--- src/smbf_pkg.sv ---
package smbf_pkg;

  // APB register map: one 64-bit register every 8 bytes, selected by paddr[3]
  localparam int APB_ADDR_W  = 4;
  localparam int APB_DATA_W  = 64;
  localparam int REG_SEL_BIT = 3;

  localparam logic REG_EXTERNAL_SEED = 1'b0;
  localparam logic REG_RESEED_VALUE  = 1'b1;

  // Input item modes
  localparam logic MODE_BEGIN = 1'b0;
  localparam logic MODE_NEXT  = 1'b1;

  // SplitMix64 constants
  localparam logic [63:0] GOLDEN_INC = 64'h9e3779b97f4a7c15;
  localparam logic [63:0] MIX_MUL1   = 64'hbf58476d1ce4e5b9;
  localparam logic [63:0] MIX_MUL2   = 64'h94d049bb133111eb;
  localparam int          MIX_SH1    = 30;
  localparam int          MIX_SH2    = 27;
  localparam int          MIX_SH3    = 31;

  // Bytes in one full word, at the widths where it is compared
  localparam logic [63:0] WORD_BYTES64 = 64'd8;
  localparam logic [31:0] WORD_BYTES32 = 32'd8;
  localparam logic [3:0]  WORD_BYTES4  = 4'd8;

  typedef struct packed {
    logic        external_seed;
    logic [63:0] reseed_value;
  } cfg_t;

  // Which 32x32 partial product of the low 64 bits of a 64x64 product
  typedef enum logic [1:0] {
    MS_LL,
    MS_HL,
    MS_LH
  } mul_step_t;

  typedef enum logic [2:0] {
    S_IDLE,
    S_M1_LL,
    S_M1_HL,
    S_M1_LH,
    S_M2_LL,
    S_M2_HL,
    S_M2_LH,
    S_EMIT
  } state_t;

  typedef struct packed {
    logic      accept;
    logic      mul_en;
    mul_step_t mul_step;
    logic      mul_pass2;
    logic      emit_raw;
    logic      emit_mix;
  } cmd_t;

  typedef struct packed {
    logic productive;
    logic mix;
    logic out_free;
  } sts_t;

  // Keep the low k bytes of v (k of 8 or more keeps all)
  function automatic logic [63:0] low_bytes(input logic [63:0] v, input logic [3:0] k);
    logic [63:0] res;
    res = '0;
    for (int i = 0; i < 8; i++) begin
      if (4'(i) < k) begin
        res[8*i +: 8] = v[8*i +: 8];
      end
    end
    return res;
  endfunction

endpackage

--- src/smbf_if.sv ---
interface smbf_in_if;
  logic        valid;
  logic        ready;
  logic        mode;
  logic [31:0] length;
  logic [63:0] seed_word;

  modport source (output valid, output mode, output length, output seed_word, input ready);
  modport sink (input valid, input mode, input length, input seed_word, output ready);
endinterface

interface smbf_out_if;
  logic        valid;
  logic        ready;
  logic [63:0] data;
  logic [3:0]  valid_bytes;
  logic        seed_taken;
  logic        last;

  modport source (output valid, output data, output valid_bytes, output seed_taken,
                  output last, input ready);
  modport sink (input valid, input data, input valid_bytes, input seed_taken,
                input last, output ready);
endinterface

--- src/smbf_regs.sv ---
module smbf_regs (
  input  logic                              clk,
  input  logic                              rst,
  input  logic                              psel,
  input  logic                              penable,
  input  logic                              pwrite,
  input  logic [smbf_pkg::APB_ADDR_W-1:0]   paddr,
  input  logic [smbf_pkg::APB_DATA_W-1:0]   pwdata,
  output logic [smbf_pkg::APB_DATA_W-1:0]   prdata,
  output logic                              pready,
  output smbf_pkg::cfg_t                    cfg
);

  logic wr_en;
  logic reg_sel;

  assign pready  = 1'b1;
  assign wr_en   = psel && penable && pwrite;
  assign reg_sel = paddr[smbf_pkg::REG_SEL_BIT];

  // Write the selected register on the access cycle
  always_ff @(posedge clk) begin
    if (rst) begin
      cfg <= '0;
    end else if (wr_en) begin
      unique case (reg_sel)
        smbf_pkg::REG_EXTERNAL_SEED: cfg.external_seed <= pwdata[0];
        smbf_pkg::REG_RESEED_VALUE:  cfg.reseed_value  <= pwdata;
        default: ;
      endcase
    end
  end

  // Read back
  always_comb begin
    unique case (reg_sel)
      smbf_pkg::REG_EXTERNAL_SEED: prdata = {63'b0, cfg.external_seed};
      smbf_pkg::REG_RESEED_VALUE:  prdata = cfg.reseed_value;
      default:                     prdata = '0;
    endcase
  end

endmodule

--- src/smbf_dp.sv ---
module smbf_dp (
  input  logic                 clk,
  input  logic                 rst,
  input  smbf_pkg::cfg_t       cfg,
  input  smbf_pkg::cmd_t       cmd,
  output smbf_pkg::sts_t       sts,
  input  logic                 mode,
  input  logic [31:0]          length,
  input  logic [63:0]          seed_word,
  smbf_out_if.source           words
);

  logic [63:0] gen_state;
  logic [31:0] bytes_remaining;
  logic [31:0] chunk_left;
  logic [3:0]  k_reg;
  logic        took_reg;
  logic        last_reg;
  logic [63:0] z;
  logic [63:0] acc;

  logic        boundary;
  logic        rv_small;
  logic        rv_le8;
  logic        rv_lt_br;
  logic        br_lt8;
  logic [31:0] ext_chunk;
  logic [31:0] chunk_b;
  logic [31:0] chunk_c;
  logic        full;
  logic        direct;
  logic        mix;
  logic [3:0]  k_next;
  logic        took_next;
  logic [63:0] gen_b;
  logic [63:0] gen_inc;
  logic [31:0] br_next;

  logic [63:0] mul_const;
  logic [31:0] mul_a;
  logic [31:0] mul_b;
  logic [63:0] prod;
  logic [63:0] cross_sum;

  // Work out the chunk and the word size for a next word
  always_comb begin
    boundary  = (chunk_left == '0);
    rv_small  = cfg.reseed_value < smbf_pkg::WORD_BYTES64;
    rv_le8    = cfg.reseed_value <= smbf_pkg::WORD_BYTES64;
    rv_lt_br  = cfg.reseed_value < {32'b0, bytes_remaining};
    br_lt8    = bytes_remaining < smbf_pkg::WORD_BYTES32;
    if (rv_small) begin
      ext_chunk = br_lt8 ? bytes_remaining : smbf_pkg::WORD_BYTES32;
    end else begin
      ext_chunk = rv_lt_br ? cfg.reseed_value[31:0] : bytes_remaining;
    end
    if (boundary) begin
      chunk_b = cfg.external_seed ? ext_chunk : bytes_remaining;
    end else begin
      chunk_b = chunk_left;
    end
    chunk_c   = (chunk_b > bytes_remaining) ? bytes_remaining : chunk_b;
    full      = chunk_c >= smbf_pkg::WORD_BYTES32;
    direct    = cfg.external_seed && rv_le8;
    mix       = full && !direct;
    k_next    = full ? smbf_pkg::WORD_BYTES4 : chunk_c[3:0];
    took_next = boundary && cfg.external_seed;
    gen_b     = took_next ? seed_word : gen_state;
    gen_inc   = gen_b + smbf_pkg::GOLDEN_INC;
    br_next   = bytes_remaining - {28'b0, k_next};
  end

  assign sts.productive = (mode == smbf_pkg::MODE_NEXT) && (bytes_remaining != '0);
  assign sts.mix        = mix;
  assign sts.out_free   = !words.valid || words.ready;

  // Pick the partial product for the shared 32x32 multiplier
  always_comb begin
    mul_const = cmd.mul_pass2 ? smbf_pkg::MIX_MUL2 : smbf_pkg::MIX_MUL1;
    unique case (cmd.mul_step)
      smbf_pkg::MS_LL: begin
        mul_a = z[31:0];
        mul_b = mul_const[31:0];
      end
      smbf_pkg::MS_HL: begin
        mul_a = z[63:32];
        mul_b = mul_const[31:0];
      end
      smbf_pkg::MS_LH: begin
        mul_a = z[31:0];
        mul_b = mul_const[63:32];
      end
      default: begin
        mul_a = z[31:0];
        mul_b = mul_const[31:0];
      end
    endcase
  end

  assign prod      = {32'b0, mul_a} * {32'b0, mul_b};
  assign cross_sum = acc + {prod[31:0], 32'b0};

  // Generator state, counters and output valid
  always_ff @(posedge clk) begin
    if (rst) begin
      gen_state       <= '0;
      bytes_remaining <= '0;
      chunk_left      <= '0;
      words.valid     <= 1'b0;
    end else begin
      if (cmd.accept) begin
        if (mode == smbf_pkg::MODE_BEGIN) begin
          bytes_remaining <= length;
          if (cfg.external_seed) begin
            chunk_left <= '0;
          end else begin
            gen_state  <= cfg.reseed_value;
            chunk_left <= length;
          end
        end else if (bytes_remaining != '0) begin
          gen_state       <= mix ? gen_inc : gen_b;
          chunk_left      <= chunk_c - {28'b0, k_next};
          bytes_remaining <= br_next;
        end
      end
      if (cmd.emit_raw || cmd.emit_mix) begin
        words.valid <= 1'b1;
      end else if (words.ready) begin
        words.valid <= 1'b0;
      end
    end
  end

  // Word attributes, mixer registers and output payload
  always_ff @(posedge clk) begin
    if (cmd.accept) begin
      k_reg    <= k_next;
      took_reg <= took_next;
      last_reg <= (br_next == '0);
      z        <= gen_inc ^ (gen_inc >> smbf_pkg::MIX_SH1);
    end
    if (cmd.mul_en) begin
      unique case (cmd.mul_step)
        smbf_pkg::MS_LL: acc <= prod;
        smbf_pkg::MS_HL: acc <= cross_sum;
        smbf_pkg::MS_LH: begin
          if (!cmd.mul_pass2) begin
            z <= cross_sum ^ (cross_sum >> smbf_pkg::MIX_SH2);
          end
        end
        default: ;
      endcase
    end
    if (cmd.emit_raw) begin
      words.data        <= smbf_pkg::low_bytes(gen_state, k_reg);
      words.valid_bytes <= k_reg;
      words.seed_taken  <= took_reg;
      words.last        <= last_reg;
    end else if (cmd.emit_mix) begin
      words.data        <= cross_sum ^ (cross_sum >> smbf_pkg::MIX_SH3);
      words.valid_bytes <= smbf_pkg::WORD_BYTES4;
      words.seed_taken  <= took_reg;
      words.last        <= last_reg;
    end
  end

endmodule

--- src/smbf_ctrl.sv ---
module smbf_ctrl (
  input  logic              clk,
  input  logic              rst,
  input  logic              in_valid,
  output logic              in_ready,
  input  smbf_pkg::sts_t    sts,
  output smbf_pkg::cmd_t    cmd
);

  smbf_pkg::state_t state;
  smbf_pkg::state_t state_next;

  always_ff @(posedge clk) begin
    if (rst) begin
      state <= smbf_pkg::S_IDLE;
    end else begin
      state <= state_next;
    end
  end

  // Next state
  always_comb begin
    state_next = state;
    unique case (state)
      smbf_pkg::S_IDLE: begin
        if (in_valid && sts.productive) begin
          state_next = sts.mix ? smbf_pkg::S_M1_LL : smbf_pkg::S_EMIT;
        end
      end
      smbf_pkg::S_M1_LL: state_next = smbf_pkg::S_M1_HL;
      smbf_pkg::S_M1_HL: state_next = smbf_pkg::S_M1_LH;
      smbf_pkg::S_M1_LH: state_next = smbf_pkg::S_M2_LL;
      smbf_pkg::S_M2_LL: state_next = smbf_pkg::S_M2_HL;
      smbf_pkg::S_M2_HL: state_next = smbf_pkg::S_M2_LH;
      smbf_pkg::S_M2_LH: begin
        if (sts.out_free) begin
          state_next = smbf_pkg::S_IDLE;
        end
      end
      smbf_pkg::S_EMIT: begin
        if (sts.out_free) begin
          state_next = smbf_pkg::S_IDLE;
        end
      end
      default: state_next = smbf_pkg::S_IDLE;
    endcase
  end

  // Outputs
  always_comb begin
    in_ready      = 1'b0;
    cmd           = '0;
    cmd.mul_step  = smbf_pkg::MS_LL;
    unique case (state)
      smbf_pkg::S_IDLE: begin
        in_ready   = 1'b1;
        cmd.accept = in_valid;
      end
      smbf_pkg::S_M1_LL: begin
        cmd.mul_en   = 1'b1;
        cmd.mul_step = smbf_pkg::MS_LL;
      end
      smbf_pkg::S_M1_HL: begin
        cmd.mul_en   = 1'b1;
        cmd.mul_step = smbf_pkg::MS_HL;
      end
      smbf_pkg::S_M1_LH: begin
        cmd.mul_en   = 1'b1;
        cmd.mul_step = smbf_pkg::MS_LH;
      end
      smbf_pkg::S_M2_LL: begin
        cmd.mul_en    = 1'b1;
        cmd.mul_step  = smbf_pkg::MS_LL;
        cmd.mul_pass2 = 1'b1;
      end
      smbf_pkg::S_M2_HL: begin
        cmd.mul_en    = 1'b1;
        cmd.mul_step  = smbf_pkg::MS_HL;
        cmd.mul_pass2 = 1'b1;
      end
      smbf_pkg::S_M2_LH: begin
        cmd.mul_step  = smbf_pkg::MS_LH;
        cmd.mul_pass2 = 1'b1;
        cmd.emit_mix  = sts.out_free;
      end
      smbf_pkg::S_EMIT: begin
        cmd.emit_raw = sts.out_free;
      end
      default: ;
    endcase
  end

endmodule

--- src/splitmix_byte_filler.sv ---
// Channel  Dir  Payload                                    Handshake
// items    in   mode, length[31:0], seed_word[63:0]        valid/ready
// words    out  data[63:0], valid_bytes[3:0], seed_taken,  valid/ready
//               last
// apb      in   64-bit registers at 0x0 and 0x8            psel/penable, pready high
//
// A begin item, or a next item with nothing left, is taken in idle and makes no word.
// A raw word (chunk tail or direct seed copy) goes out from the emit state.
// For a mixed word, each of the two 64-bit multiplies runs
// as three passes through one shared 32x32 multiplier.
// rst is synchronous; it clears the counters, the generator and the output valid.
// A word waiting on words.ready does not block the next item; only the
// finish of the following word waits for the output register to free.
module splitmix_byte_filler (
  input  logic                              clk,
  input  logic                              rst,
  input  logic                              psel,
  input  logic                              penable,
  input  logic                              pwrite,
  input  logic [smbf_pkg::APB_ADDR_W-1:0]   paddr,
  input  logic [smbf_pkg::APB_DATA_W-1:0]   pwdata,
  output logic [smbf_pkg::APB_DATA_W-1:0]   prdata,
  output logic                              pready,
  smbf_in_if.sink                           items,
  smbf_out_if.source                        words
);

  smbf_pkg::cfg_t cfg;
  smbf_pkg::cmd_t cmd;
  smbf_pkg::sts_t sts;

  smbf_regs u_regs (
    .clk     (clk),
    .rst     (rst),
    .psel    (psel),
    .penable (penable),
    .pwrite  (pwrite),
    .paddr   (paddr),
    .pwdata  (pwdata),
    .prdata  (prdata),
    .pready  (pready),
    .cfg     (cfg)
  );

  smbf_ctrl u_ctrl (
    .clk      (clk),
    .rst      (rst),
    .in_valid (items.valid),
    .in_ready (items.ready),
    .sts      (sts),
    .cmd      (cmd)
  );

  smbf_dp u_dp (
    .clk       (clk),
    .rst       (rst),
    .cfg       (cfg),
    .cmd       (cmd),
    .sts       (sts),
    .mode      (items.mode),
    .length    (items.length),
    .seed_word (items.seed_word),
    .words     (words)
  );

endmodule

--- src/flat_wrapper.sv ---
// flat-port wrapper written by rule: the top's interface ports become plain ports
module splitmix_byte_filler_flat 
  (clk, rst, psel, penable, pwrite, paddr, pwdata, prdata, pready, items_valid, items_mode, items_length, items_seed_word, items_ready, words_valid, words_data, words_valid_bytes, words_seed_taken, words_last, words_ready);
  smbf_in_if items_i ();
  smbf_out_if words_i ();
  input  logic clk;
  input  logic rst;
  input  logic psel;
  input  logic penable;
  input  logic pwrite;
  input  logic [smbf_pkg::APB_ADDR_W-1:0] paddr;
  input  logic [smbf_pkg::APB_DATA_W-1:0] pwdata;
  output logic [smbf_pkg::APB_DATA_W-1:0] prdata;
  output logic pready;
  input wire logic [$bits(items_i.valid)-1:0] items_valid;
  input wire logic [$bits(items_i.mode)-1:0] items_mode;
  input wire logic [$bits(items_i.length)-1:0] items_length;
  input wire logic [$bits(items_i.seed_word)-1:0] items_seed_word;
  output wire logic [$bits(items_i.ready)-1:0] items_ready;
  output wire logic [$bits(words_i.valid)-1:0] words_valid;
  output wire logic [$bits(words_i.data)-1:0] words_data;
  output wire logic [$bits(words_i.valid_bytes)-1:0] words_valid_bytes;
  output wire logic [$bits(words_i.seed_taken)-1:0] words_seed_taken;
  output wire logic [$bits(words_i.last)-1:0] words_last;
  input wire logic [$bits(words_i.ready)-1:0] words_ready;
  assign items_i.valid = items_valid;
  assign items_i.mode = items_mode;
  assign items_i.length = items_length;
  assign items_i.seed_word = items_seed_word;
  assign items_ready = items_i.ready;
  assign words_valid = words_i.valid;
  assign words_data = words_i.data;
  assign words_valid_bytes = words_i.valid_bytes;
  assign words_seed_taken = words_i.seed_taken;
  assign words_last = words_i.last;
  assign words_i.ready = words_ready;
  splitmix_byte_filler u_core (.clk(clk), .rst(rst), .psel(psel), .penable(penable), .pwrite(pwrite), .paddr(paddr), .pwdata(pwdata), .prdata(prdata), .pready(pready), .items(items_i), .words(words_i));
endmodule
--- config.mk ---
export PLATFORM = sky130hd
export DESIGN_NAME = splitmix_byte_filler_flat
export DESIGN_NICKNAME = d
export VERILOG_FILES = /design/src/smbf_pkg.sv /design/src/smbf_if.sv /design/src/smbf_regs.sv /design/src/smbf_dp.sv /design/src/smbf_ctrl.sv /design/src/splitmix_byte_filler.sv /design/src/flat_wrapper.sv
export SDC_FILE = /design/constraint.sdc
export NUM_CORES = 2
export LEC_CHECK = 0
export BUFFER_PORTS_ARGS = -buffer_cell sky130_fd_sc_hd__buf_2
export CAP_MARGIN = 10
export CORE_ASPECT_RATIO = 0.9
export CORE_MARGIN = 2
export CORE_UTILIZATION = 55
export CTS_CLUSTER_SIZE = 30
export DETAILED_ROUTE_END_ITERATION = 8
export PLACE_DENSITY = 0.73
export SETUP_SLACK_MARGIN = 0.02
export SKIP_LAST_GASP = 1
export SLEW_MARGIN = 15
export SYNTH_ARGS = -nofsm -noshare
export SYNTH_HDL_FRONTEND = slang
export SYNTH_HIERARCHICAL = 1
export SYNTH_SLANG_ARGS = --single-unit
--- constraint.sdc ---
create_clock -name clk -period 25.1 [get_ports clk]
set_input_delay 1.255 -clock clk [delete_from_list [all_inputs] [get_ports clk]]
set_output_delay 1.255 -clock clk [all_outputs]
set_load 0.005 [all_outputs]
### Word level (Yosys, flattened, before mapping)

Cells that the tools add are included.
W data, S select, Z words.

* flip-flop bits (word level): 401
* output and inout bits: 137

* order comparisons: 14
* bitwise operators: 4
* add/sub/neg operators: 4
* multiplexer cells: 55
* reduce and logical (&&, ||, !) cells: 30
* multiply operators: 1
* eq/ne operators: 13

Operator list (number)
* $mux W64: 11
* $mux W32: 13
* $pmux W64 S2: 2
* $add A64 B64 Y64: 1
* $add A64 B64 Y64 const B: 1
* $le A64 B4 Y1 const B: 1
* $logic_not A32 Y1: 2
* $lt A64 B32 Y1: 1
* $lt A64 B4 Y1 const B: 1
* $mul A32 B32 Y64: 1
* $mux W8: 8
* $sub A32 B4 Y32: 2
* $xor A64 B33 Y64: 1
* $xor A64 B34 Y64: 1
* $xor A64 B37 Y64: 1
* $mux W62: 1
* $ge A32 B4 Y1 const B: 1
* $gt A32 B32 Y1: 1
* $lt A32 B4 Y1 const B: 1
* $reduce_bool A32 Y1: 1
* $pmux W3 S7: 1
* $lt A3 B4 Y1 const A: 4
* $eq A3 B3 Y1 const B: 4
* $mux W1: 12
* other kinds (23): 48

### Depth between registers and ports, before layout

* depth in word-level cells: 12
* mapped depth: 50

### Hierarchy

Netlist, hierarchy kept.

By module, submodules not included
* smbf_dp: area an instance 53612.7 um2, cells an instance 5929, instances 1
* smbf_regs: area an instance 3418.3 um2, cells an instance 355, instances 1
* smbf_ctrl: area an instance 255.2 um2, cells an instance 34, instances 1

### Worst setup path before layout

Ideal clock, no wire load.

* path kind: reg2reg
* from: reg u_core.u_ctrl.state[0]
* to: reg u_core.u_dp.acc[63], data pin
* slack: 14521 ps
* clock period less this slack: 10579 ps
* stages on the path, launching flop included: 41
* arrival: 10320 ps
* setup time: 259 ps
* cells stage by stage: dfxtp_1 buf_6 xor2_1 and2_1 nor2b_1 clkbuf_1 clkbuf_1 mux2i_1 inv_1 nand2_1 inv_1 fa_1 fa_1 fa_1 fa_1 inv_1 fa_1 inv_1 [5 not listed] ha_1 and3_1 and2_1 a221oi_1 nand2_1 a21o_1 a21o_1 xor2_1 ha_1 or2_2 a21oi_1 a21oi_1 a211o_1 nand3_1 a21oi_1 xnor2_1 a21oi_1 a211o_1

RTL lines
* from (decl): RTL line smbf_ctrl.sv:10 `smbf_pkg::state_t state;`
* from (signal assigned): RTL line smbf_ctrl.sv:15 `state <= smbf_pkg::S_IDLE;`
* from (signal assigned): RTL line smbf_ctrl.sv:17 `state <= state_next;`
* to (signal assigned): RTL line smbf_dp.sv:144 `smbf_pkg::MS_LL: acc <= prod;`
* to (signal assigned): RTL line smbf_dp.sv:145 `smbf_pkg::MS_HL: acc <= cross_sum;`
* to (decl): RTL line smbf_dp.sv:20 `logic [63:0] acc;`

### Worst setup path after layout

* from: reg, netlist name u_core/u_regs/cfg[33]
* to: reg u_core.u_dp.last_reg, data pin

* cells in the longest elaborated chain, start to end: 11

RTL lines
* $lt A64 B32 Y1: RTL line smbf_dp.sv:50 `rv_lt_br = cfg.reseed_value < {32'b0, bytes_remaining};`
* $mux W32: RTL line smbf_dp.sv:55 `ext_chunk = rv_lt_br ? cfg.reseed_value[31:0] : bytes_remaining;`
* $mux W32 *: RTL line smbf_dp.sv:52 `if (rv_small) begin`
* $mux W32 *: RTL line smbf_dp.sv:58 `chunk_b = cfg.external_seed ? ext_chunk : bytes_remaining;`
* $mux W32 *: RTL line smbf_dp.sv:57 `if (boundary) begin`
* $gt A32 B32 Y1: RTL line smbf_dp.sv:62 `chunk_c = (chunk_b > bytes_remaining) ? bytes_remaining : chunk_b;`
* $mux W32 *: RTL line smbf_dp.sv:62
* $ge A32 B4 Y1: RTL line smbf_dp.sv:63 `full = chunk_c >= smbf_pkg::WORD_BYTES32;`
* $mux W4 *: RTL line smbf_dp.sv:66 `k_next = full ? smbf_pkg::WORD_BYTES4 : chunk_c[3:0];`
* net u_core.u_dp.k_next[0]: RTL line smbf_dp.sv:33 `logic [3:0] k_next;`
* $sub A32 B4 Y32 *: RTL line smbf_dp.sv:70 `br_next = bytes_remaining - {28'b0, k_next};`
* $logic_not A32 Y1 *: RTL line smbf_dp.sv:139 `last_reg <= (br_next == '0);`
* to (signal assigned): RTL line smbf_dp.sv:139
* to (decl): RTL line smbf_dp.sv:18 `logic last_reg;`

Mark *: on every way through the listed nets, which the timed path passes. The rest lies on a longest branch.
A chain may end at the register's enable or synchronous reset.

==> out/metrics.cfg <==
[outcome]
status = finished clean

[setup_path]
cp.required_ns = 25.39
critPathKind = flop to flop
cp-end-kind = flop
startpoint_type = flop
arrival_ns = 13.77
crit_slowest_cell = nor4_1
crit_fanout = 37
critPathMaxStageDelay_ns = 0.83

[placed_design]
place.gp.congestion = 1.046
io_buffers = 304
pre_cts_ws_ns = 12.41
placed_cells = 7809
place_hpwl_um = 172300

[synth]
yosysSeqAreaShare_pct = 16.46
synth_seq_cells = 401
yosysWarnings = 6
ys_types = 100
syn_area_per_cell_um2 = 9.067
synth_edf_count = 140
synth_ff_type = dfxtp_1
syn_area_mm2 = 0.05729
synthCells = 6318
synth_nets = 7751
async_flop_share_pct = 0

[drt]
ant_nets = 0
vias_per_cell = 6.212
drtIter0Drc = 5997
drc = 0
vias = 49010
wirelength_um = 212200
dr.pass1.iters = 8
avgRoutedWirePerCell_um = 26.90

[cts]
cts_made_buffers = 42
cts.reportedPaths.clkPinSlew_ns = 0.07
cts.htree.levels = 2
clk_latency_ns = 0.63
cts_tree = done
cts.repair.resized = 0
cts_max_path_buffers = 3
postCtsSetupBuffers = 0
root_buffer = clkbuf_16
cts_num_sinks = 401
holdBufCountCts = 0

[timing]
worst_slack_ns = 11.62
slew_headroom_pct = 19.92
min_period_ns = 13.48
rsz0062_at_grt = false
final.setup_skew_ns = 0.06829
min_period_over_period_pct = 53.72
fmax_mhz = 74.16
finalSetupViolCount = 0
tns_ns = 0
hold_viol_final = 0
slew_viol_final = 0
tightestPinTransition_ns = 1.201

[final_layout]
fill_cells = 9056
regMostFlops = u_core/u_regs/cfg
fin_cells = 7890
layout-drive-gt1-share_pct = 8.883
area_growth_pct = 7.572
final_net_count = 7918
largest_reg_flops = 65
fin_util_pct = 59.59

[min_path]
worstHoldPathType = flop to flop

[floorplan]
io_pins = 309
core_area_mm2 = 0.1034
die_w_um = 344.2
die_y_um = 310.2
num_rows = 112
dieArea_mm2 = 0.1068
start_util_pct = 55.39

[grt]
grt_util_all_layers_pct = 39.95
grt_pass1_vias = 49220
antenna_found_initial = 13
grt_first_pass_wirelength_um = 315900
grt_max_degree = 142
grt_overflow_total = 0

[flow_run]
cap_violations = 0

## Yosys cell counts, types with 140 or more instances
library cell	instances	share of area (%)
inv_1	949	6.2
fa_1	835	29
nand2_1	471	3.1
nor2_1	456	3.0
ha_1	426	9.3
a21oi_1	270	2.4
dfxtp_1	261	9.1
o21ai_0	248	2.2
and2_1	222	2.4
clkbuf_1	218	1.4
xnor2_1	203	3.1
mux2i_1	202	3.5
nand2b_1	189	2.1
edfxtp_1	140	7.3
## layout make-up
| type | count | area, um^2 | area share, % |
|---|---|---|---|
| inverters | 956 | 3591 | 5.827 |
| diodes | 4 | 10.01 | 0.01624 |
| repair buffers | 412 | 2341 | 3.799 |
| clock inverters | 18 | 255.2 | 0.4142 |
| flip-flops and latches | 401 | 9430 | 15.30 |
| multi-input cells | 4672 | 43080 | 69.90 |
| well taps | 1368 | 1712 | 2.778 |
| clock buffers | 59 | 1207 | 1.959 |
## worst max-delay path, delay by kind of cell, from the launching register on
family | cells | cell delay [ns]
AND/OR/NAND/NOR | 22 | 9.22
flip-flops | 1 | 0.38
XOR/XNOR | 1 | 0.13
adder cells (fa/ha/maj) | 2 | 0.49
buffers and inverters | 2 | 0.26
AO/OA/AOI/OAI | 9 | 2.64
## final timing paths
check / to / startpoint / slack [ns] / cells after the start
max: u_core/u_dp/last_reg / u_core/u_regs/cfg[33] / 11.62 / 36
min reg2reg: u_core/u_dp/words.last / u_core/u_dp/last_reg / 0.48 / 0
min: u_core/u_dp/words.last / u_core/u_dp/last_reg / 0.48 / 0
max reg2reg: u_core/u_dp/last_reg / u_core/u_regs/cfg[33] / 11.62 / 36
## per-layer routing
layer	up-vias	GRT usage [%]	routed length [um]
li1	21130	-	-
met1	24110	51.71	79440
met2	3066	61.34	93490
met3	686	10.15	24620
met4	18	22.13	14570
met5	-	0	123
## logic make-up (layout without fill, tap and decap cells)
kind of cell	after synthesis	in the layout	share of synthesized area (%)
AOI/OAI and AO/OA	1082	1082	12.36
DFF	401	401	16.46
buffers and inverters	1245	1445	8.529
muxes	210	210	3.687
other	2	6	0.01311
xor gates and xnor gates	327	327	4.999
adders and majority gates	1261	1261	38.48
and+or+nand+nor	1790	1790	15.47
## per-stage QoR
step	hold WS, ns	cell area (um^2)
global placement	0.4023	60150
finish	0.4840	61620
CTS	0.4726	61610
global route	0.4929	61620
detailed placement	0.4185	60150
floorplan	0.4003	57290
## cells in the final DEF, fill, tap and decap left out, drive strengths merged, types with 35 or more instances in the layout
| cell type | instances |
|---|---|
| a22oi | 45 |
| edfxtp | 140 |
| a221oi | 44 |
| nor2 | 458 |
| dfxtp | 261 |
| ha | 426 |
| and3 | 45 |
| clkbuf | 59 |
| o31ai | 35 |
| nand2 | 471 |
| nand2b | 189 |
| nor3 | 76 |
| xnor2 | 203 |
| xor2 | 124 |
| and2 | 222 |
| buf | 412 |
| nor2b | 64 |
| a211oi | 67 |
| a21oi | 270 |
| nand4 | 45 |
| o21ai | 257 |
| fa | 835 |
| nor4 | 44 |
| o21bai | 43 |
| a21o | 63 |
| inv | 957 |
| mux2i | 202 |
| o22ai | 41 |
| nand3 | 95 |
Power is not shown: default switching activity piles up to over one toggle a cycle in this logic, so the estimate is an artifact.
